--- config.mk ---
export PLATFORM = sky130hd
export DESIGN_NAME = gpu_command_packet_validator
export DESIGN_NICKNAME = d
export VERILOG_FILES = /design/src/design/gcpv_pkg.sv /design/src/design/gcpv_front.sv /design/src/design/gcpv_queue.sv /design/src/design/gcpv_check.sv /design/src/design/gpu_command_packet_validator.sv
export SDC_FILE = /design/constraint.sdc
export NUM_CORES = 1
export LEC_CHECK = 0
export BUFFER_PORTS_ARGS = -buffer_cell sky130_fd_sc_hd__clkbuf_2
export CAP_MARGIN = 40
export CORE_MARGIN = 3
export CORE_UTILIZATION = 45
export DETAILED_ROUTE_END_ITERATION = 12
export GPL_TIMING_DRIVEN = 1
export PLACE_DENSITY_LB_ADDON = 0.08
export SETUP_SLACK_MARGIN = 0.05
export SLEW_MARGIN = 20
export SYNTH_ARGS = -nofsm -noshare
export SYNTH_HDL_FRONTEND = slang
export SYNTH_SLANG_ARGS = --single-unit
--- constraint.sdc ---
create_clock -name i_clk -period 16.7 [get_ports i_clk]
set_input_delay 0.835 -clock i_clk [delete_from_list [all_inputs] [get_ports i_clk]]
set_output_delay 0.835 -clock i_clk [all_outputs]
set_load 0.02 [all_outputs]
--- src/design/gcpv_pkg.sv ---
// Package for the command packet validator: reason codes, opcode codes
// and the record passed from the capture front to the check back end.
// Depends on nothing.
`timescale 1ns / 1ps
`default_nettype none
package gcpv_pkg;

    localparam logic [2:0] R_OK    = 3'd0;
    localparam logic [2:0] R_HDR   = 3'd1;
    localparam logic [2:0] R_UNSUP = 3'd2;
    localparam logic [2:0] R_GFX   = 3'd3;
    localparam logic [2:0] R_SIZE  = 3'd4;
    localparam logic [2:0] R_FIELD = 3'd5;

    localparam logic [7:0] OP_NOP  = 8'h10;
    localparam logic [7:0] OP_11   = 8'h11;
    localparam logic [7:0] OP_12   = 8'h12;
    localparam logic [7:0] OP_13   = 8'h13;
    localparam logic [7:0] OP_15   = 8'h15;
    localparam logic [7:0] OP_16   = 8'h16;
    localparam logic [7:0] OP_26   = 8'h26;
    localparam logic [7:0] OP_2A   = 8'h2a;
    localparam logic [7:0] OP_2D   = 8'h2d;
    localparam logic [7:0] OP_2F   = 8'h2f;
    localparam logic [7:0] OP_35   = 8'h35;
    localparam logic [7:0] OP_37   = 8'h37;
    localparam logic [7:0] OP_40   = 8'h40;
    localparam logic [7:0] OP_42   = 8'h42;
    localparam logic [7:0] OP_46   = 8'h46;
    localparam logic [7:0] OP_50   = 8'h50;
    localparam logic [7:0] OP_58   = 8'h58;
    localparam logic [7:0] OP_63   = 8'h63;
    localparam logic [7:0] OP_64   = 8'h64;
    localparam logic [7:0] OP_69   = 8'h69;
    localparam logic [7:0] OP_76   = 8'h76;
    localparam logic [7:0] OP_79   = 8'h79;
    localparam logic [7:0] OP_7A   = 8'h7a;
    localparam logic [7:0] OP_81   = 8'h81;
    localparam logic [7:0] OP_83   = 8'h83;
    localparam logic [7:0] OP_9F   = 8'h9f;

    localparam logic [14:0] COUNT_MAX = 15'h7fff;

    // Number of payload words kept per packet.
    localparam int HELD_WORDS = 7;

    // One finished packet as captured by the front.
    typedef struct packed {
        logic [31:0]                 header;
        logic [HELD_WORDS-1:0][31:0] pw;       // payload words 1..HELD_WORDS
        logic [31:0]                 final_word;
        logic [14:0]                 count;
        logic                        zero_byte;
        logic                        tail_zero;
        logic                        cq;
    } t_packet;

endpackage
`default_nettype wire

--- src/design/gcpv_front.sv ---
// Capture front of the command packet validator: collects words of a
// packet and emits one packet record on the last word. Uses gcpv_pkg.
`timescale 1ns / 1ps
`default_nettype none
module gcpv_front
    import gcpv_pkg::*;
(
    input  wire logic        i_clk,
    input  wire logic        i_rst_n,
    input  wire logic [31:0] i_word,
    input  wire logic        i_last,
    input  wire logic        i_cq,
    input  wire logic        i_accept,
    output t_packet          o_pkt,
    output logic             o_pkt_valid
);

    localparam int IW = $clog2(HELD_WORDS);

    logic [31:0]                 r_header;
    logic [HELD_WORDS-1:0][31:0] r_held;
    logic [14:0]                 r_count;
    logic                        r_zero_byte;
    logic                        r_tail_zero;

    logic       w_zb;
    logic       w_zb_n;
    logic       w_tz_n;
    logic [31:0] w_hdr;
    logic [HELD_WORDS-1:0][31:0] w_held;

    assign w_zb = (i_word[7:0] == 8'd0) || (i_word[15:8] == 8'd0) ||
                  (i_word[23:16] == 8'd0) || (i_word[31:24] == 8'd0);

    always_comb begin
        w_hdr  = (r_count == 15'd0) ? i_word : r_header;
        w_held = r_held;
        for (int k = 0; k < HELD_WORDS; k++) begin
            if (r_count == 15'(k + 1)) begin
                w_held[IW'(k)] = i_word;
            end
        end
        w_zb_n = r_zero_byte || ((r_count != 15'd0) && w_zb);
        w_tz_n = r_tail_zero && !((r_count >= 15'd2) && (i_word != 32'd0));
    end

    always_comb begin
        o_pkt.header     = w_hdr;
        for (int k = 0; k < HELD_WORDS; k++) begin
            o_pkt.pw[k] = w_held[k];
        end
        o_pkt.final_word = i_word;
        o_pkt.count      = (r_count == COUNT_MAX) ? r_count : r_count + 15'd1;
        o_pkt.zero_byte  = w_zb_n;
        o_pkt.tail_zero  = w_tz_n;
        o_pkt.cq         = i_cq;
    end

    assign o_pkt_valid = i_accept && i_last;

    always_ff @(posedge i_clk) begin
        if (!i_rst_n) begin
            r_count     <= '0;
            r_zero_byte <= 1'b0;
            r_tail_zero <= 1'b1;
        end else if (i_accept) begin
            if (i_last) begin
                r_count     <= '0;
                r_zero_byte <= 1'b0;
                r_tail_zero <= 1'b1;
            end else begin
                r_count     <= o_pkt.count;
                r_zero_byte <= w_zb_n;
                r_tail_zero <= w_tz_n;
            end
        end
    end

    always_ff @(posedge i_clk) begin
        if (i_accept) begin
            r_header <= w_hdr;
            r_held   <= w_held;
        end
    end

endmodule
`default_nettype wire

--- src/design/gcpv_queue.sv ---
// Two-entry queue of packet records between the capture front and the
// check back end. Uses gcpv_pkg.
`timescale 1ns / 1ps
`default_nettype none
module gcpv_queue
    import gcpv_pkg::*;
(
    input  wire logic i_clk,
    input  wire logic i_rst_n,
    input  wire logic i_push,
    input  t_packet   i_data,
    output logic      o_full,
    input  wire logic i_pop,
    output t_packet   o_data,
    output logic      o_valid
);

    t_packet    r_mem [2];
    logic       r_wp;
    logic       r_rp;
    logic [1:0] r_cnt;

    assign o_full  = (r_cnt == 2'd2);
    assign o_valid = (r_cnt != 2'd0);
    assign o_data  = r_mem[r_rp];

    always_ff @(posedge i_clk) begin
        if (!i_rst_n) begin
            r_wp  <= 1'b0;
            r_rp  <= 1'b0;
            r_cnt <= '0;
        end else begin
            if (i_push) r_wp <= !r_wp;
            if (i_pop)  r_rp <= !r_rp;
            r_cnt <= r_cnt + {1'b0, i_push} - {1'b0, i_pop};
        end
    end

    always_ff @(posedge i_clk) begin
        if (i_push) r_mem[r_wp] <= i_data;
    end

endmodule
`default_nettype wire

--- src/design/gcpv_check.sv ---
// Check back end: evaluates the ordered checks on one packet record and
// holds the verdict in an output register. Uses gcpv_pkg.
`timescale 1ns / 1ps
`default_nettype none
module gcpv_check
    import gcpv_pkg::*;
(
    input  wire logic       i_clk,
    input  wire logic       i_rst_n,
    input  t_packet         i_pkt,
    input  wire logic       i_pkt_valid,
    output logic            o_pop,
    output logic            o_valid,
    input  wire logic       i_stall,
    output logic            o_accepted,
    output logic [2:0]      o_reason,
    output logic [7:0]      o_opcode
);

    function automatic logic [2:0] f_nop(input t_packet p);
        logic [5:0]  sub;
        logic [14:0] n;
        logic [2:0]  r;
        sub = p.header[7:2];
        n   = p.count;
        r   = R_OK;
        if (p.header[1:0] != 2'd0) r = R_UNSUP;
        else begin
            unique case (sub)
                6'h00: r = (p.pw[0][31:16] == 16'h6875) ? R_FIELD : R_OK;
                6'h09: r = (n == 15'd2) ? R_OK : R_SIZE;
                6'h06: begin
                    if (p.cq) r = R_GFX;
                    else if (n != 15'd4) r = R_SIZE;
                    else r = (p.pw[2] == 32'd0) ? R_OK : R_FIELD;
                end
                6'h0b: r = p.zero_byte ? R_OK : R_FIELD;
                6'h17: begin
                    if (p.cq) r = R_GFX;
                    else r = (n == 15'd6) ? R_OK : R_SIZE;
                end
                6'h1a: begin
                    if (p.cq) r = R_GFX;
                    else if (n != 15'd3 && n != 15'd5) r = R_SIZE;
                    else if (p.pw[0] > 32'd3) r = R_FIELD;
                    else r = p.tail_zero ? R_OK : R_FIELD;
                end
                default: r = R_OK;
            endcase
        end
        return r;
    endfunction

    function automatic logic [2:0] f_op(input t_packet p);
        logic [31:0] h, p1, p6, mask, off;
        logic [7:0]  op;
        logic [14:0] n;
        logic        cq;
        logic [5:0]  et;
        logic [2:0]  ei;
        logic [3:0]  s, d;
        logic [40:0] base, bytes;
        logic [2:0]  r;
        h  = p.header;
        op = h[15:8];
        n  = p.count;
        cq = p.cq;
        p1 = p.pw[0];
        p6 = p.pw[5];
        r  = R_OK;
        mask = 32'd0;
        off = 32'd0;
        et = p1[5:0];
        ei = p1[10:8];
        s = 4'd0;
        d = 4'd0;
        base = 41'd0;
        bytes = 41'd0;
        case (op)
            OP_11: begin
                if (n != 15'd4) r = R_SIZE;
                else if (!(p1 == 32'd1 && p.pw[1][2:0] == 3'd0 && p.pw[2] <= 32'hffff))
                    r = R_FIELD;
                else if (!h[1] && cq) r = R_GFX;
            end
            OP_12, OP_2A: begin
                if (cq) r = R_GFX;
                else if (n != 15'd2) r = R_SIZE;
                else if (op == OP_12) r = (p1[31:4] == 28'd0) ? R_OK : R_FIELD;
                else r = (p1 <= 32'd3) ? R_OK : R_FIELD;
            end
            OP_13, OP_2F: begin
                if (cq) r = R_GFX;
                else r = (n == 15'd2) ? R_OK : R_SIZE;
            end
            OP_26: begin
                if (cq) r = R_GFX;
                else r = (n == 15'd3) ? R_OK : R_SIZE;
            end
            OP_2D: begin
                if (cq) r = R_GFX;
                else if (n != 15'd3) r = R_SIZE;
                else r = ((p.pw[1] & ~32'h20) == 32'd2) ? R_OK : R_FIELD;
            end
            OP_35: begin
                if (cq) r = R_GFX;
                else if (n != 15'd5) r = R_SIZE;
                else if (p.pw[2] > p1) r = R_FIELD;
                else r = ((p.pw[3] & ~32'h20) == 32'd0) ? R_OK : R_FIELD;
            end
            OP_15: begin
                if (n != 15'd5) r = R_SIZE;
                else r = ((p.pw[3] & ~32'h8000) == 32'h41) ? R_OK : R_FIELD;
            end
            OP_16: begin
                if (n != 15'd3 && n != 15'd4) r = R_SIZE;
                else r = ((p.final_word & ~32'h8000) == 32'h41) ? R_OK : R_FIELD;
            end
            OP_42: begin
                if (n != 15'd2) r = R_SIZE;
                else r = (p1 == 32'd0) ? R_OK : R_FIELD;
            end
            OP_46: begin
                if ((p1 & ~32'h73f) != 32'd0) r = R_FIELD;
                else if (et == 6'h07 || et == 6'h0f || et == 6'h10) begin
                    if (n != 15'd2) r = R_SIZE;
                    else if (ei != 3'd4) r = R_FIELD;
                    else if (et != 6'h07 && cq) r = R_GFX;
                end else if (et == 6'h16 || et == 6'h31 || et == 6'h2a ||
                             et == 6'h2c || et == 6'h2e) begin
                    if (cq) r = R_GFX;
                    else if (n != 15'd2) r = R_SIZE;
                    else r = (ei == 3'd0 || ei == 3'd7) ? R_OK : R_FIELD;
                end else r = R_FIELD;
            end
            OP_58: begin
                mask  = (n == 15'd8) ? 32'h86287fc3 : 32'hfeecfffb;
                base  = {1'b0, p.pw[3], 8'd0};
                bytes = {1'b0, p.pw[1], 8'd0};
                if (n != 15'd7 && n != 15'd8) r = R_SIZE;
                else if ((p1 & ~mask) != 32'd0) r = R_FIELD;
                else if (cq && (p1 & 32'h06287fc3) != 32'd0) r = R_GFX;
                else if (p.pw[2] != 32'd0 || p.pw[4] != 32'd0) r = R_FIELD;
                else if (p6 > 32'hffff) r = R_FIELD;
                else if (bytes > (41'h100_0000_0000 - base)) r = R_FIELD;
                else if (n == 15'd8 && (p.pw[6][31:18] != 14'd0 || p.pw[6][13]))
                    r = R_FIELD;
            end
            OP_63, OP_64, OP_9F: begin
                if (op != OP_63 && cq) r = R_GFX;
                else if (n != 15'd5) r = R_SIZE;
                else r = (p1[1:0] == 2'd0 && p.pw[2] == 32'h80000000 &&
                          p.pw[3] <= 32'h3fff) ? R_OK : R_FIELD;
            end
            OP_69, OP_76, OP_79, OP_7A: begin
                off = p1 & ~32'h70000000;
                if (op != OP_76 && cq) r = R_GFX;
                else if (n < 15'd3) r = R_SIZE;
                else if (op == OP_7A && !(p1[31:28] == 4'd0 ||
                         (n == 15'd3 && p1 == 32'h20000243))) r = R_FIELD;
                else if (p1 == 32'hffffffff) r = R_FIELD;
                else if (off > 32'hffff) r = R_FIELD;
                else r = ({2'd0, n} - 17'd2 <= 17'h10000 - off[16:0]) ? R_OK : R_FIELD;
            end
            OP_81: begin
                if (cq) r = R_GFX;
                else r = (p1 <= 32'hbffc && p1[1:0] == 2'd0 &&
                          ({1'b0, n} - 16'd2 <= 16'h3000 - {2'd0, p1[15:2]}))
                         ? R_OK : R_FIELD;
            end
            OP_83: begin
                if (cq) r = R_GFX;
                else if (n != 15'd5) r = R_SIZE;
                else r = (p1 <= 32'hbffc && p1[1:0] == 2'd0 &&
                          p.pw[1] <= 32'h3000 - {18'd0, p1[15:2]}) ? R_OK : R_FIELD;
            end
            OP_37: begin
                d = p1[11:8];
                if (n < 15'd5) r = R_SIZE;
                else if ((p1 & ~32'h00110f00) != 32'd0) r = R_FIELD;
                else if (!(d == 4'd1 || d == 4'd2 || (cq && d == 4'd5))) r = R_FIELD;
                else r = (p.pw[1][1:0] == 2'd0) ? R_OK : R_FIELD;
            end
            OP_40: begin
                if (n != 15'd6) r = R_SIZE;
                else if ((p1 & ~32'h40110f0f) != 32'd0) r = R_FIELD;
                else begin
                    // The selector {p1[3:0], p1[30]} is 5 bits wide.
                    if (p1[11:8] != 4'd1 && p1[11:8] != 4'd2) r = R_FIELD;
                    else if (!({p1[3:0], p1[30]} == 5'd2 || {p1[3:0], p1[30]} == 5'd4 ||
                               {p1[3:0], p1[30]} == 5'd5 ||
                               {p1[3:0], p1[30]} == 5'd10 ||
                               {p1[3:0], p1[30]} == 5'd11)) r = R_FIELD;
                    else if ({p1[3:0], p1[30]} >= 5'd10 &&
                             !(!p1[16] && p.pw[2] == 32'd0)) r = R_FIELD;
                end
            end
            OP_50: begin
                s = {p6[28], p6[26], p1[30:29]};
                d = {p6[29], p6[27], p1[21:20]};
                if (n != 15'd7) r = R_SIZE;
                else if ((p1 & ~32'he0300001) != 32'd0) r = R_FIELD;
                else if (!(d == 4'd0 || d == 4'd3)) r = R_FIELD;
                else if (!(s == 4'd0 || s == 4'd3 || s == 4'd2)) r = R_FIELD;
                else if (s == 4'd2 && p.pw[2] != 32'd0) r = R_FIELD;
            end
            default: r = R_UNSUP;
        endcase
        return r;
    endfunction

    function automatic logic f_supp(input logic [7:0] op);
        logic ok;
        case (op)
            OP_11, OP_12, OP_13, OP_15, OP_16, OP_26, OP_2A, OP_2D, OP_2F,
            OP_35, OP_37, OP_40, OP_42, OP_46, OP_50, OP_58, OP_63, OP_64,
            OP_69, OP_76, OP_79, OP_7A, OP_81, OP_83, OP_9F: ok = 1'b1;
            default: ok = 1'b0;
        endcase
        return ok;
    endfunction

    logic [2:0] w_r;
    logic [31:0] w_h;
    logic [7:0]  w_op;
    logic [5:0]  w_sub;

    always_comb begin
        w_h   = i_pkt.header;
        w_op  = w_h[15:8];
        w_sub = w_h[7:2];
        if (i_pkt.count < 15'd2) w_r = R_HDR;
        else if (w_h[31:30] != 2'b11) w_r = R_HDR;
        else if (i_pkt.count != {1'b0, w_h[29:16]} + 15'd2) w_r = R_HDR;
        else if (w_op == OP_NOP) begin
            if (!(w_sub == 6'h00 || w_sub == 6'h06 || w_sub == 6'h09 ||
                  w_sub == 6'h0b || w_sub == 6'h0c || w_sub == 6'h17 ||
                  w_sub == 6'h1a)) w_r = R_UNSUP;
            else w_r = f_nop(i_pkt);
        end else if (!f_supp(w_op)) w_r = R_UNSUP;
        else if (!(w_h[7:0] == 8'd0 || (w_op == OP_11 && w_h[7:0] == 8'd2)))
            w_r = R_UNSUP;
        else w_r = f_op(i_pkt);
    end

    assign o_pop = i_pkt_valid && (!o_valid || !i_stall);

    always_ff @(posedge i_clk) begin
        if (!i_rst_n) begin
            o_valid <= 1'b0;
        end else if (o_pop) begin
            o_valid <= 1'b1;
        end else if (!i_stall) begin
            o_valid <= 1'b0;
        end
    end

    always_ff @(posedge i_clk) begin
        if (o_pop) begin
            o_accepted <= (w_r == R_OK);
            o_reason   <= w_r;
            o_opcode   <= w_op;
        end
    end

endmodule
`default_nettype wire

--- src/design/gpu_command_packet_validator.sv ---
// A finished packet's record is registered in the queue, then its verdict in
// the check output register. Throughput: one word per cycle; the front keeps
// taking words while the queue of finished packets has room.
// The two-entry queue between front and check stage lets each side stall
// on its own. Reset (synchronous, active low) clears counters, flags, the
// queue and the output valid; compute_queue resets to graphics.
`timescale 1ns / 1ps
`default_nettype none
module gpu_command_packet_validator
    import gcpv_pkg::*;
(
    input  wire logic        i_clk,
    input  wire logic        i_rst_n,
    input  wire logic        i_cfg_we,
    input  wire logic        i_cfg_compute_queue,
    input  wire logic        i_valid,
    output logic             o_stall,
    input  wire logic [31:0] i_word,
    input  wire logic        i_last,
    output logic             o_valid,
    input  wire logic        i_stall,
    output logic             o_accepted,
    output logic [2:0]       o_reason,
    output logic [7:0]       o_opcode
);

    // Queue select register for the block.
    logic r_cq;
    always_ff @(posedge i_clk) begin
        if (!i_rst_n) r_cq <= 1'b0;
        else if (i_cfg_we) r_cq <= i_cfg_compute_queue;
    end

    t_packet w_pkt_in;
    t_packet w_pkt_out;
    logic    w_push;
    logic    w_full;
    logic    w_pop;
    logic    w_qvalid;
    logic    w_acc;

    // Words are refused whenever the queue of finished packets is full.
    assign o_stall = w_full;
    assign w_acc   = i_valid && !w_full;

    gcpv_front u_front (
        .i_clk      (i_clk),
        .i_rst_n    (i_rst_n),
        .i_word     (i_word),
        .i_last     (i_last),
        .i_cq       (r_cq),
        .i_accept   (w_acc),
        .o_pkt      (w_pkt_in),
        .o_pkt_valid(w_push)
    );

    gcpv_queue u_queue (
        .i_clk  (i_clk),
        .i_rst_n(i_rst_n),
        .i_push (w_push),
        .i_data (w_pkt_in),
        .o_full (w_full),
        .i_pop  (w_pop),
        .o_data (w_pkt_out),
        .o_valid(w_qvalid)
    );

    gcpv_check u_check (
        .i_clk      (i_clk),
        .i_rst_n    (i_rst_n),
        .i_pkt      (w_pkt_out),
        .i_pkt_valid(w_qvalid),
        .o_pop      (w_pop),
        .o_valid    (o_valid),
        .i_stall    (i_stall),
        .o_accepted (o_accepted),
        .o_reason   (o_reason),
        .o_opcode   (o_opcode)
    );

endmodule
`default_nettype wire

Word level (Yosys, flattened, before mapping)
Memory sizes are Yosys's and may differ from the RTL's. A register that Yosys moved wholly into a read port is not among the register bits.
Cells that the tools add are included.
{"block": "totals", "output_inout_bits": 14, "memories": 1, "input_bits": 39, "register_bits": 195, "elab_cells": 352, "mem_bits_rw": 420}
{"block": "classes", "addsub": 10, "eq_ne": 87, "magnitude_cmp": 17, "n_bitwise": 2, "reduce_logical": 108, "mux": 111}
{"name": "u_queue.r_mem", "words": 2, "word_bits": 210, "read_ports": 1, "rd_ports_with_merged_regs": 1, "wr": 1, "line_no": "gcpv_queue.sv:18", "source": "t_packet r_mem [2];"}
{"cell": "3-bit 2-to-1 mux", "count": 86}
{"cell": "32-bit nonzero test", "count": 8}
{"cell": "32-bit 2-to-1 mux", "count": 5}
{"cell": "32-bit zero test", "count": 3}
{"cell": "8-bit by 7-bit equality test with 1-bit output (second input constant)", "count": 11}
{"cell": "32-bit equality test (second input constant)", "count": 2}
{"cell": "32-bit by 16-bit less-or-equal comparator with 1-bit output (second input constant)", "count": 2}
{"cell": "31-bit by 7-bit equality test with 1-bit output (second input constant)", "count": 2}
{"cell": "15-bit by 2-bit equality test with 1-bit output (second input constant)", "count": 4}
{"cell": "15-bit by 3-bit != test with 1-bit output (second input constant)", "count": 4}
{"cell": "3-bit case mux with 18 select lines", "count": 1}
{"cell": "8-bit by 5-bit equality test with 1-bit output (second input constant)", "count": 6}
{"cell": "8-bit by 6-bit equality test with 1-bit output (second input constant)", "count": 6}
{"cell": "40-bit by 41-bit > comparator with 1-bit output", "count": 1}
{"cell": "41-bit by 40-bit subtractor with 41-bit output (first input constant)", "count": 1}
{"cell": "8-bit zero test", "count": 5}
{"cell": "32-bit AND", "count": 1}
{"cell": "32-bit by 1-bit equality test with 1-bit output (second input constant)", "count": 1}
{"cell": "32-bit by 30-bit equality test with 1-bit output (second input constant)", "count": 1}
{"cell": "32-bit by 16-bit > comparator with 1-bit output (both inputs constant)", "count": 1}
{"cell": "32-bit by 16-bit > comparator with 1-bit output (second input constant)", "count": 1}
{"cell": "32-bit by 2-bit > comparator with 1-bit output (second input constant)", "count": 1}
{"cell": "32-bit > comparator", "count": 1}
{"cell": "32-bit by 14-bit less-or-equal comparator with 1-bit output (second input constant)", "count": 1}
{"cell": "69 further kinds", "count": 180}

Longest topological paths before layout
Gate-level depths: netlist of run 1.
{"block": "depth", "ltp_word": 18, "depth_mapped": 24, "ltp_nobuf": 18}

By module
A second synthesis of run 1 with hierarchy kept.
{"block": "hier_totals", "cells_unflattened": 2695, "area_unflattened_um2": 40327.4}
{"mod": "gcpv_queue", "cells_per_inst": 973, "seq_area_each_um2": 18477.7, "instances": 1, "area_each_um2": 23297.3}
{"mod": "gcpv_front", "cells_per_inst": 649, "seq_area_each_um2": 5144.9, "instances": 1, "area_each_um2": 9360.2}
{"mod": "gcpv_check", "cells_per_inst": 1069, "seq_area_each_um2": 380.4, "instances": 1, "area_each_um2": 7627.3}
{"mod": "gpu_command_packet_validator", "cells_per_inst": 4, "seq_area_each_um2": 20.0, "instances": 1, "area_each_um2": 42.5}

Worst setup path before layout of run 1
OpenSTA, ideal clock, no wires.
{"block": "synth_path", "kind": "input port to flip-flop", "startpoint": "input i_valid", "endpoint": "register u_queue.r_wp", "path_slack_ps": 3601, "arrival_ps": 13000, "required_ps": 16601, "setup_ps": 99, "path_stages": 5, "path_buffers": 0, "path_cell_list": "nand2b_1 clkinv_1 nand2_1 nor2_1 o21a_1"}
{"block": "synth_via", "elab_chain_cells": 2}
{"element": "start, declared", "line_no": "gpu_command_packet_validator.sv:16", "source": "input wire logic i_valid,"}
{"element": "1-bit logical AND", "line_no": "gpu_command_packet_validator.sv:44", "source": "assign w_acc = i_valid && !w_full;"}
{"element": "net u_front.i_accept", "line_no": "gcpv_front.sv:13", "source": "input wire logic i_accept,"}
{"element": "1-bit logical AND", "line_no": "gcpv_front.sv:59", "source": "assign o_pkt_valid = i_accept && i_last;"}
{"element": "end signal, assigned", "line_no": "gcpv_queue.sv:33", "source": "if (i_push) r_wp <= !r_wp;"}
{"element": "end, declared", "line_no": "gcpv_queue.sv:19", "source": "logic r_wp;"}
The timed path passes the listed nets, and every way through them passes these cells.
A chain may end at the register's enable or synchronous reset.

==> flow_metrics.env, run 1 <==
export IMPL_yosys_area_top_type="edfxtp_1"
export IMPL_setup_violations=0
export IMPL_yosys_top_cells_area="edfxtp_1 (60%), mux2_2 (9.0%), ha_1 (4.9%)"
export IMPL_hold_class="flip-flop to flip-flop"
export IMPL_routedWlPerCell_um=27.4
export IMPL_leakagePower_nw=11.3
export IMPL_rsz0062_at_grt="no"
export IMPL_ys_ff_latch=614
export IMPL_cts_tree="done"
export IMPL_cp_required_ps=17050
export IMPL_crit_top_cell="buf_4"
export IMPL_dp_final_hpwl_mm=61.4
export IMPL_wl_mm=86.6
export IMPL_slew_headroom=0.213
export IMPL_antenna_found_initial=3
export IMPL_cts_path_max_buffers=3
export IMPL_antenna_cells=0
export IMPL_track_usage=0.247
export IMPL_final_max_slew_violation_count=0
export IMPL_dr_total_vias=19200
export IMPL_overflow=0
export IMPL_synth_cell_types=85
export IMPL_netlist_instances=2156
export IMPL_setup_tns_ps=0
export IMPL_ys_flop_type="edfxtp_1"
export IMPL_synthXorXnorAreaFrac=0.0259
export IMPL_cts_max_level=3
export IMPL_core_sq_um=64900
export IMPL_seq_area_frac_synth=0.613
export IMPL_critPathMaxFanout=63
export IMPL_yosys_warnings=0
export IMPL_grt_max_degree=165
export IMPL_ys_top_cells_by_count="edfxtp_1 (590), mux2_2 (237), ha_1 (117)"
export IMPL_crit_family="buffers and inverters"
export IMPL_ctsHoldBuffers=0
export IMPL_grt_pass1_vias=18700
export IMPL_maxCapViolCount=0
export IMPL_synthesis_area_sq_um=29700
export IMPL_outcome="finished clean"
export IMPL_io_pins=53
export IMPL_cp_arrival_ps=7290
export IMPL_die_w_um=263
export IMPL_finalClockSkew_ps=27.8
export IMPL_grt_pass1_wl_mm=126
export IMPL_hold_violations=0
export IMPL_firstDrtPassIters=6
export IMPL_synth_edf_count=590
export IMPL_syn_area_per_cell_sq_um=13.8
export IMPL_route_detailed_drc=0
export IMPL_syn_to_final_growth_pct=12.6
export IMPL_yosys_area_top_type_share=0.596
export IMPL_syn_nets=2312
export IMPL_crit_path_max_incr_delay_ps=730
export IMPL_die_area_sq_um=69100
export IMPL_place_congestion=1.02
export IMPL_crit_chain="buf_4 > buf_4 > buf_4 > buf_4 > or3b_1 > a222oi_1 > nand4bb_1 > nor4_1 > a21oi_1 > a2111o_1 > or4_1 > o41ai_2 > a21oi_1"
export IMPL_port_buffers=52
export IMPL_drt_iter0_drc=1792
export IMPL_start_kind="flip-flop"
export IMPL_yosysMostFrequentCell="edfxtp_1"
export IMPL_critPathKind="flip-flop to flip-flop"
export IMPL_end_kind="flip-flop"
export IMPL_start_util=0.458
export IMPL_synthArstFlopShare=0
export IMPL_num_rows=93
export IMPL_synth_top_family_by_area="simple AND/OR/NAND/NOR gates"
export IMPL_synth_compound_area_frac=0.0674
export IMPL_num_fill_cells=5526
export IMPL_fin_nets=2415
export IMPL_synth_mux_area_frac=0.112
export IMPL_die_h_um=263
export IMPL_synth_adder_area_share=0.0493
export IMPL_ant_nets=0
export IMPL_clock_latency_ps=620
export IMPL_cts_buffers=67
export IMPL_cts_sinks=614
export IMPL_cts_setup_buffers=0
export IMPL_multiInputGateArea_sq_um=11100
export IMPL_clockRootBuffer="clkbuf_16"
export IMPL_cp_num_buf_inv=4
export IMPL_drive_gt1_frac=0.205
export IMPL_fmax_mhz=144
export IMPL_seq_area_sq_um=18200
export IMPL_power_total_mw=4.80
export IMPL_period_share=0.416
export IMPL_ctsResizeCount=0
export IMPL_fin_crit_ps=6940
export IMPL_power_density_nw_per_um2=143
export IMPL_ir_worst_vdd_mv=0.0823
export IMPL_synth_simple_gate_area_frac=0.119
export IMPL_worst_pin_slew_ps=1180
export IMPL_routed_via_density=6.05
export IMPL_crit_slowest_cell="buf_4"
export IMPL_clkTransAtPathRegs_ps=60
## power breakdown
group	internal [mW]	total [mW]	switching, mW
Clock	0.848	1.47	0.626
Combinational	0.487	1.31	0.827
Sequential	1.94	2.01	0.0764
Total	3.27	4.80	1.53
## worst paths after layout
kind              slack [ps]  startpoint                  end  cells after the start
setup reg to reg        9760   flip-flop  u_check.o_reason[2]                     13
setup / recovery        9760   flip-flop  u_check.o_reason[2]                     13
hold reg to reg          460        r_cq  u_queue.r_mem[1][0]                      0
hold / removal           460        r_cq  u_queue.r_mem[1][0]                      0
## worst register-to-register path, delay by kind of cell, from the launching register on
| kind | cells | cell delay [ps] |
|---|---|---|
| buffers and inverters | 4 | 2600 |
| AND/OR/NAND/NOR | 4 | 1860 |
| AO/OA/AOI/OAI | 5 | 1600 |
| flip-flops | 1 | 630 |
## layout make-up
cell class,instances,area share
Tap cell,855,0.0320
Clock buffer,88,0.0556
Sequential cell,614,0.544
Inverter,39,0.00453
Multi-Input combinational cell,1440,0.333
Timing Repair Buffer,97,0.0210
Clock inverter,31,0.00999
## through the flow
step | cell area [sq um] | instances | setup WS (ps) | hold slack (ps) | util
3_5_place_dp | 31200 | 3041 | 9830 | 444 | 0.481
6_report | 33500 | 3164 | 9760 | 455 | 0.515
3_3_place_gp | 31000 | 3028 | 9390 | 440 | 0.478
4_1_cts | 33400 | 3160 | 9810 | 457 | 0.515
2_1_floorplan | 29700 | 2156 | 3600 | 425 | -
5_1_grt | 33500 | 3164 | 9490 | 487 | 0.515
## registers in the layout, summed over array words and instances, names as in the netlist, 2 cells and up, named ones only
register / cells
u_check.o_opcode: 8
u_front.r_header: 32
u_queue.r_cnt: 2
u_queue.r_mem: 418
u_front.r_count: 15
u_check.o_reason: 3
u_front.r_held: 128
## per-layer routing
metal | vias up | wire (um) | part of all wire | global-route usage
li1 | 8744 | - | - | -
met1 | 9628 | 39800 | 0.46 | 0.357
met2 | 640 | 38300 | 0.44 | 0.374
met3 | 142 | 5530 | 0.064 | 0.0479
met4 | 2 | 3000 | 0.035 | 0.0840
met5 | - | 13 | 0.00015 | 0
## kinds of logic after synthesis
group | count (synthesis)
AOI/OAI and AO/OA | 299
xor gates and xnor gates | 88
adders and majority gates | 117
buffers and inverters | 102
DFF | 614
muxes | 302
and+or+nand+nor | 634
## cell usage in the layout, fill, tap and decap left out, types with 10 or more instances in the layout
cell type / synthesis / final
edfxtp_1: 590 / 590
o21ai_0: 47 / 45
or3b_2: 11 / 11
a31oi_1: 10 / 10
o211ai_1: 12 / 12
dfxtp_1: 24 / 23
or3_1: 18 / 18
xor2_1: 35 / 35
clkbuf_1: 21 / 16
mux2_2: 237 / 237
clkbuf_2: 0 / 54
a21oi_1: 89 / 89
nor3b_1: 18 / 18
and3_1: 17 / 16
nand3_1: 59 / 58
nor3_1: 56 / 56
nand2_1: 116 / 113
mux2i_1: 65 / 65
a22oi_1: 24 / 24
nand3b_1: 15 / 15
xnor2_1: 53 / 53
inv_1: 35 / 35
nor4b_1: 10 / 10
nor2_1: 82 / 81
a21o_1: 12 / 12
and2_1: 14 / 14
nand2b_1: 20 / 20
buf_4: 0 / 27
nand4_1: 55 / 55
nor2b_1: 24 / 24
clkbuf_16: 0 / 72
ha_1: 117 / 117
nor4_1: 71 / 70
Power figures use the tool's default switching activity.
==> run 2: changes to the inputs <==
clock period = 6.3 ns   (was 16.7 ns; I/O delays follow)
==> flow_metrics.env, run 2 (synthesized netlist as in run 1, its figures left out) <==
export IMPL_start_util=0.458
export IMPL_ir_worst_vdd_mv=0.246
export IMPL_start_kind="flip-flop"
export IMPL_finalClockSkew_ps=17.0
export IMPL_critPathMaxFanout=63
export IMPL_setup_slack_ps=845
export IMPL_layout_common_cells="edfxtp_1 (590), mux2_2 (237), ha_1 (117)"
export IMPL_seq_area_sq_um=18200
export IMPL_syn_to_final_growth_pct=12.9
export IMPL_outcome="finished clean"
export IMPL_routedWlPerCell_um=27.6
export IMPL_crit_slowest_cell="mux2i_1"
export IMPL_final_max_slew_violation_count=0
export IMPL_final_common_cell="edfxtp_1"
export IMPL_largest_reg_flops=418
export IMPL_final_cells=3175
export IMPL_die_w_um=263
export IMPL_worstRegToRegCells=18
export IMPL_multiInputGateArea_sq_um=11100
export IMPL_num_fill_cells=5575
export IMPL_final_area_sq_um=33500
export IMPL_port_buffers=52
export IMPL_place_inst=3050
export IMPL_clock_latency_ps=610
export IMPL_firstDrtPassIters=7
export IMPL_io_pins=53
export IMPL_wl_mm=87.8
export IMPL_leakagePower_nw=11.3
export IMPL_hp_start="i_word[18]"
export IMPL_die_h_um=263
export IMPL_drt_iter0_drc=1818
export IMPL_crit_top_cell="nand3_1"
export IMPL_ff2ff_setup_slack_ps=850
export IMPL_top_register="u_queue.r_mem"
export IMPL_cp_arrival_ps=5930
export IMPL_hold_violations=0
export IMPL_worstReg2RegEnd="u_check.o_accepted"
export IMPL_ctsResizeCount=0
export IMPL_num_rows=93
export IMPL_cts_tree="done"
export IMPL_power_total_mw=12.8
export IMPL_cts_path_max_buffers=3
export IMPL_crit_family="simple AND/OR/NAND/NOR gates"
export IMPL_grt_pass1_wl_mm=129
export IMPL_hold_end="u_queue.r_mem[0][36]"
export IMPL_hold_class="input pin to flip-flop"
export IMPL_overflow=0
export IMPL_maxCapViolCount=0
export IMPL_dp_final_hpwl_mm=62.4
export IMPL_cts_buffers=67
export IMPL_pre_cts_ws_ps=727
export IMPL_routed_via_density=6.02
export IMPL_fmax_mhz=183
export IMPL_die_area_sq_um=69100
export IMPL_setup_tns_ps=0
export IMPL_power_density_nw_per_um2=382
export IMPL_period_share=0.866
export IMPL_crit_path_max_incr_delay_ps=700
export IMPL_holdWs_ps=110
export IMPL_fin_crit_ps=5450
export IMPL_end_kind="flip-flop"
export IMPL_top_regs="u_queue.r_mem (418), u_front.r_held (128), u_front.r_header (32)"
export IMPL_hold_depth=1
export IMPL_fin_util=0.516
export IMPL_cts_max_level=3
export IMPL_core_sq_um=64900
export IMPL_grt_pass1_vias=18900
export IMPL_cts_sinks=614
export IMPL_critPathKind="flip-flop to flip-flop"
export IMPL_cp_num_buf_inv=3
export IMPL_worst_pin_slew_ps=1050
export IMPL_clkTransAtPathRegs_ps=60
export IMPL_ant_nets=0
export IMPL_worstSetupPathDepth=18
export IMPL_dr_total_vias=19100
export IMPL_placed_area_sq_um=31300
export IMPL_place_congestion=0.969
export IMPL_grt_max_degree=140
export IMPL_route_detailed_drc=0
export IMPL_antenna_found_initial=2
export IMPL_slew_headroom=0.302
export IMPL_crit_chain="buf_16 > mux2i_1 > inv_1 > nor2_1 > buf_4 > nand2_1 > nor3_1 > nand3_1 > xor2_1 > ha_1 > and4_1 > a221oi_1 > nand3_1 > and3b_1 > o21a_1 > nor4_1 > a41oi_1 > and4bb_1"
export IMPL_fin_nets=2424
export IMPL_clockRootBuffer="clkbuf_16"
export IMPL_track_usage=0.251
export IMPL_setup_violations=0
export IMPL_rsz0062_at_grt="no"
export IMPL_drive_gt1_frac=0.204
export IMPL_cp_required_ps=6770
## run 2: cell count changes in the layout (fill, tap and decap cells not counted), moves of 3 or more
cell / before / now
inv_6: 5 / 2
buf_2: 6 / 1
dlygate4sd3_1: 0 / 3
clkinv_1: 6 / 12
clkbuf_16: 72 / 67
bufinv_16: 3 / 8
buf_4: 27 / 40
## run 2: layout make-up
class                      count  share of cell area
antenna                        1           0.0000746
clock buffer                  82              0.0517
clock inverter                38              0.0142
inverter                      39             0.00451
multi-input combinational   1440               0.332
sequential                   614               0.543
tap                          855              0.0319
timing repair buffer         106              0.0233
## run 2: how the worst max path moves through the flow
stage	from	end	slack [ps]
floorplan	u_queue.r_cnt[1]	u_queue.r_mem[0][0]	210
global placement	flip-flop	u_check.o_reason[2]	760
detailed placement	flip-flop	u_check.o_reason[0]	730
CTS	flip-flop	u_check.o_accepted	710
global route	flip-flop	u_check.o_accepted	620
finish	flip-flop	u_check.o_accepted	850
## run 2: repair_timing
action / CTS / global route
hold buffers: 3 / 0
hold endpoints to repair: 2 / 0
setup buffers: 0 / 0
## run 2: metal layers
metal | global-route usage | wire (um)
met1 | 0.374 | 41700
met2 | 0.383 | 38700
met3 | 0.0336 | 4530
met4 | 0.0758 | 2800
met5 | 0 | 0
## run 2: power breakdown
part / total [mW] / switching [mW] / internal (mW)
combinational: 3.57 / 2.24 / 1.33
clock: 3.95 / 1.63 / 2.32
sequential: 5.30 / 0.170 / 5.13
total: 12.8 / 4.05 / 8.77
==> run 3: changes to the inputs <==
RECOVER_POWER = 50   (was not set)
==> flow_metrics.env, run 3 (synthesized netlist as in run 1, its figures left out) <==
export IMPL_critPathKind="flip-flop to flip-flop"
export IMPL_cp_num_buf_inv=2
export IMPL_cts_max_level=3
export IMPL_fin_crit_ps=5610
export IMPL_port_buffers=52
export IMPL_drive_gt1_frac=0.117
export IMPL_top_register="u_queue.r_mem"
export IMPL_setup_tns_ps=0
export IMPL_io_pins=53
export IMPL_cts_buffers=67
export IMPL_fin_util=0.515
export IMPL_ir_worst_vdd_mv=0.244
export IMPL_start_util=0.458
export IMPL_final_max_slew_violation_count=174
export IMPL_worstSetupPathDepth=11
export IMPL_period_share=0.891
export IMPL_cts_path_max_buffers=3
export IMPL_cp_arrival_ps=6080
export IMPL_outcome="finished with violations"
export IMPL_routed_via_density=6.02
export IMPL_fmax_mhz=178
export IMPL_ff2ff_setup_slack_ps=690
export IMPL_worstReg2RegEnd="u_check.o_accepted"
export IMPL_critPathMaxFanout=62
export IMPL_clock_latency_ps=610
export IMPL_fin_nets=2424
export IMPL_crit_family="buffers and inverters"
export IMPL_hold_violations=0
export IMPL_worst_pin_slew_ps=2660
export IMPL_die_w_um=263
export IMPL_dp_final_hpwl_mm=62.4
export IMPL_routedWlPerCell_um=27.7
export IMPL_top_regs="u_queue.r_mem (418), u_front.r_held (128), u_front.r_header (32)"
export IMPL_place_inst=3050
export IMPL_end_kind="flip-flop"
export IMPL_wl_mm=88.0
export IMPL_num_fill_cells=5585
export IMPL_place_congestion=0.969
export IMPL_clockRootBuffer="clkbuf_16"
export IMPL_finalClockSkew_ps=16.1
export IMPL_multiInputGateArea_sq_um=11100
export IMPL_grt_max_degree=140
export IMPL_layout_common_cells="edfxtp_1 (590), mux2_1 (146), ha_1 (117)"
export IMPL_largest_reg_flops=418
export IMPL_num_rows=93
export IMPL_ant_nets=0
export IMPL_route_detailed_drc=0
export IMPL_cts_sinks=614
export IMPL_antenna_found_initial=3
export IMPL_crit_path_max_incr_delay_ps=1890
export IMPL_grt_pass1_vias=18900
export IMPL_track_usage=0.251
export IMPL_cp_required_ps=6770
export IMPL_power_density_nw_per_um2=382
export IMPL_dr_total_vias=19100
export IMPL_final_cells=3175
export IMPL_endpoint="u_check.o_accepted"
export IMPL_crit_slowest_cell="clkbuf_1"
export IMPL_firstDrtPassIters=5
export IMPL_final_common_cell="edfxtp_1"
export IMPL_slew_headroom=-0.776
export IMPL_leakagePower_nw=11.2
export IMPL_hold_class="input pin to flip-flop"
export IMPL_syn_to_final_growth_pct=12.5
export IMPL_worstRegToRegCells=11
export IMPL_rsz0062_at_grt="no"
export IMPL_ctsResizeCount=0
export IMPL_clkTransAtPathRegs_ps=60
export IMPL_violations="max-capacitance violations, max-slew violations"
export IMPL_overflow=0
export IMPL_start_kind="flip-flop"
export IMPL_maxCapViolCount=5
export IMPL_crit_chain="clkbuf_1 > mux2i_1 > buf_4 > a21o_1 > mux2_2 > nor4_1 > a21oi_1 > a2111o_1 > or4_1 > o41ai_2 > and4bb_1"
export IMPL_cts_tree="done"
export IMPL_core_sq_um=64900
export IMPL_grt_pass1_wl_mm=129
export IMPL_die_area_sq_um=69100
export IMPL_drt_iter0_drc=1785
export IMPL_setup_violations=0
export IMPL_die_h_um=263
export IMPL_seq_area_sq_um=18200
[run 3: cell types whose count changed in the layout (fill, tap and decap cells not counted), moves of 4 or more]
cell / delta
clkbuf_1: +53
buf_4: -6
and2_0: +4
mux2_1: +146
clkbuf_2: -44
mux2_2: -146
and2_1: -4
[run 3: worst min-delay path by stage]
stage / startpoint / endpoint / cells past startpoint / slack (ps)
2_1_floorplan: i_word[0] / u_queue.r_mem[0][18] / 0 / 410
6_report: i_word[18] / u_queue.r_mem[0][36] / 1 / 210
3_3_place_gp: u_front.r_tail_zero / u_front.r_tail_zero / 1 / 440
3_5_place_dp: u_front.r_tail_zero / u_front.r_tail_zero / 1 / 450
5_1_grt: i_word[19] / u_queue.r_mem[0][37] / 1 / 210
4_1_cts: i_word[19] / u_queue.r_mem[0][37] / 1 / 110
[run 3: repair_timing]
action / in CTS / in global routing
hold buffers: 3 / 0
setup endpoints to repair: 0 / 0
setup buffers: 0 / 0
endpoints found under the hold margin: 2 / 0
[run 3: layout make-up]
cell class	count	share of cell area
Sequential cell	614	0.545
Multi-Input combinational cell	1440	0.333
Clock buffer	82	0.0519
Tap cell	855	0.0320
Timing Repair Buffer	106	0.0197
Clock inverter	38	0.0142
Inverter	39	0.00453
Antenna cell	1	0.0000749
[run 3: report_power, final]
group / internal, mW / total (mW) / switching [mW] / leakage [nW]
sequential: 5.13 / 5.30 / 0.173 / 5.67
clock: 2.32 / 3.95 / 1.64 / 1.06
combinational: 1.27 / 3.52 / 2.25 / 4.43
[run 3: worst register-to-register path: stages, from the launching register on]
cell and delay [ps]:
dfxtp_4 380, clkbuf_1 1890, mux2i_1 240, buf_4 300, a21o_1 190, mux2_2 280, nor4_1 530, a21oi_1 160
a2111o_1 370, or4_1 520, o41ai_2 390, and4bb_1 240
[run 3: per-stage QoR]
stage	hold slack, ps	worst slack [ps]	area [sq um]	power, mW
after floorplan	414	211	29700	7.74
after global placement	439	760	31200	8.84
after detailed placement	446	727	31300	8.91
after CTS	107	709	33500	12.9
after global routing	206	321	33400	13.4
final	206	685	33400	12.8
[run 3: layer usage]
layer  vias up  wire [um]  GRT usage
met3       127       4670     0.0336
met4         0       2890     0.0758
met5         -          0          0
met1      9670      41600      0.374
li1       8735          -          -
met2       578      38800      0.383
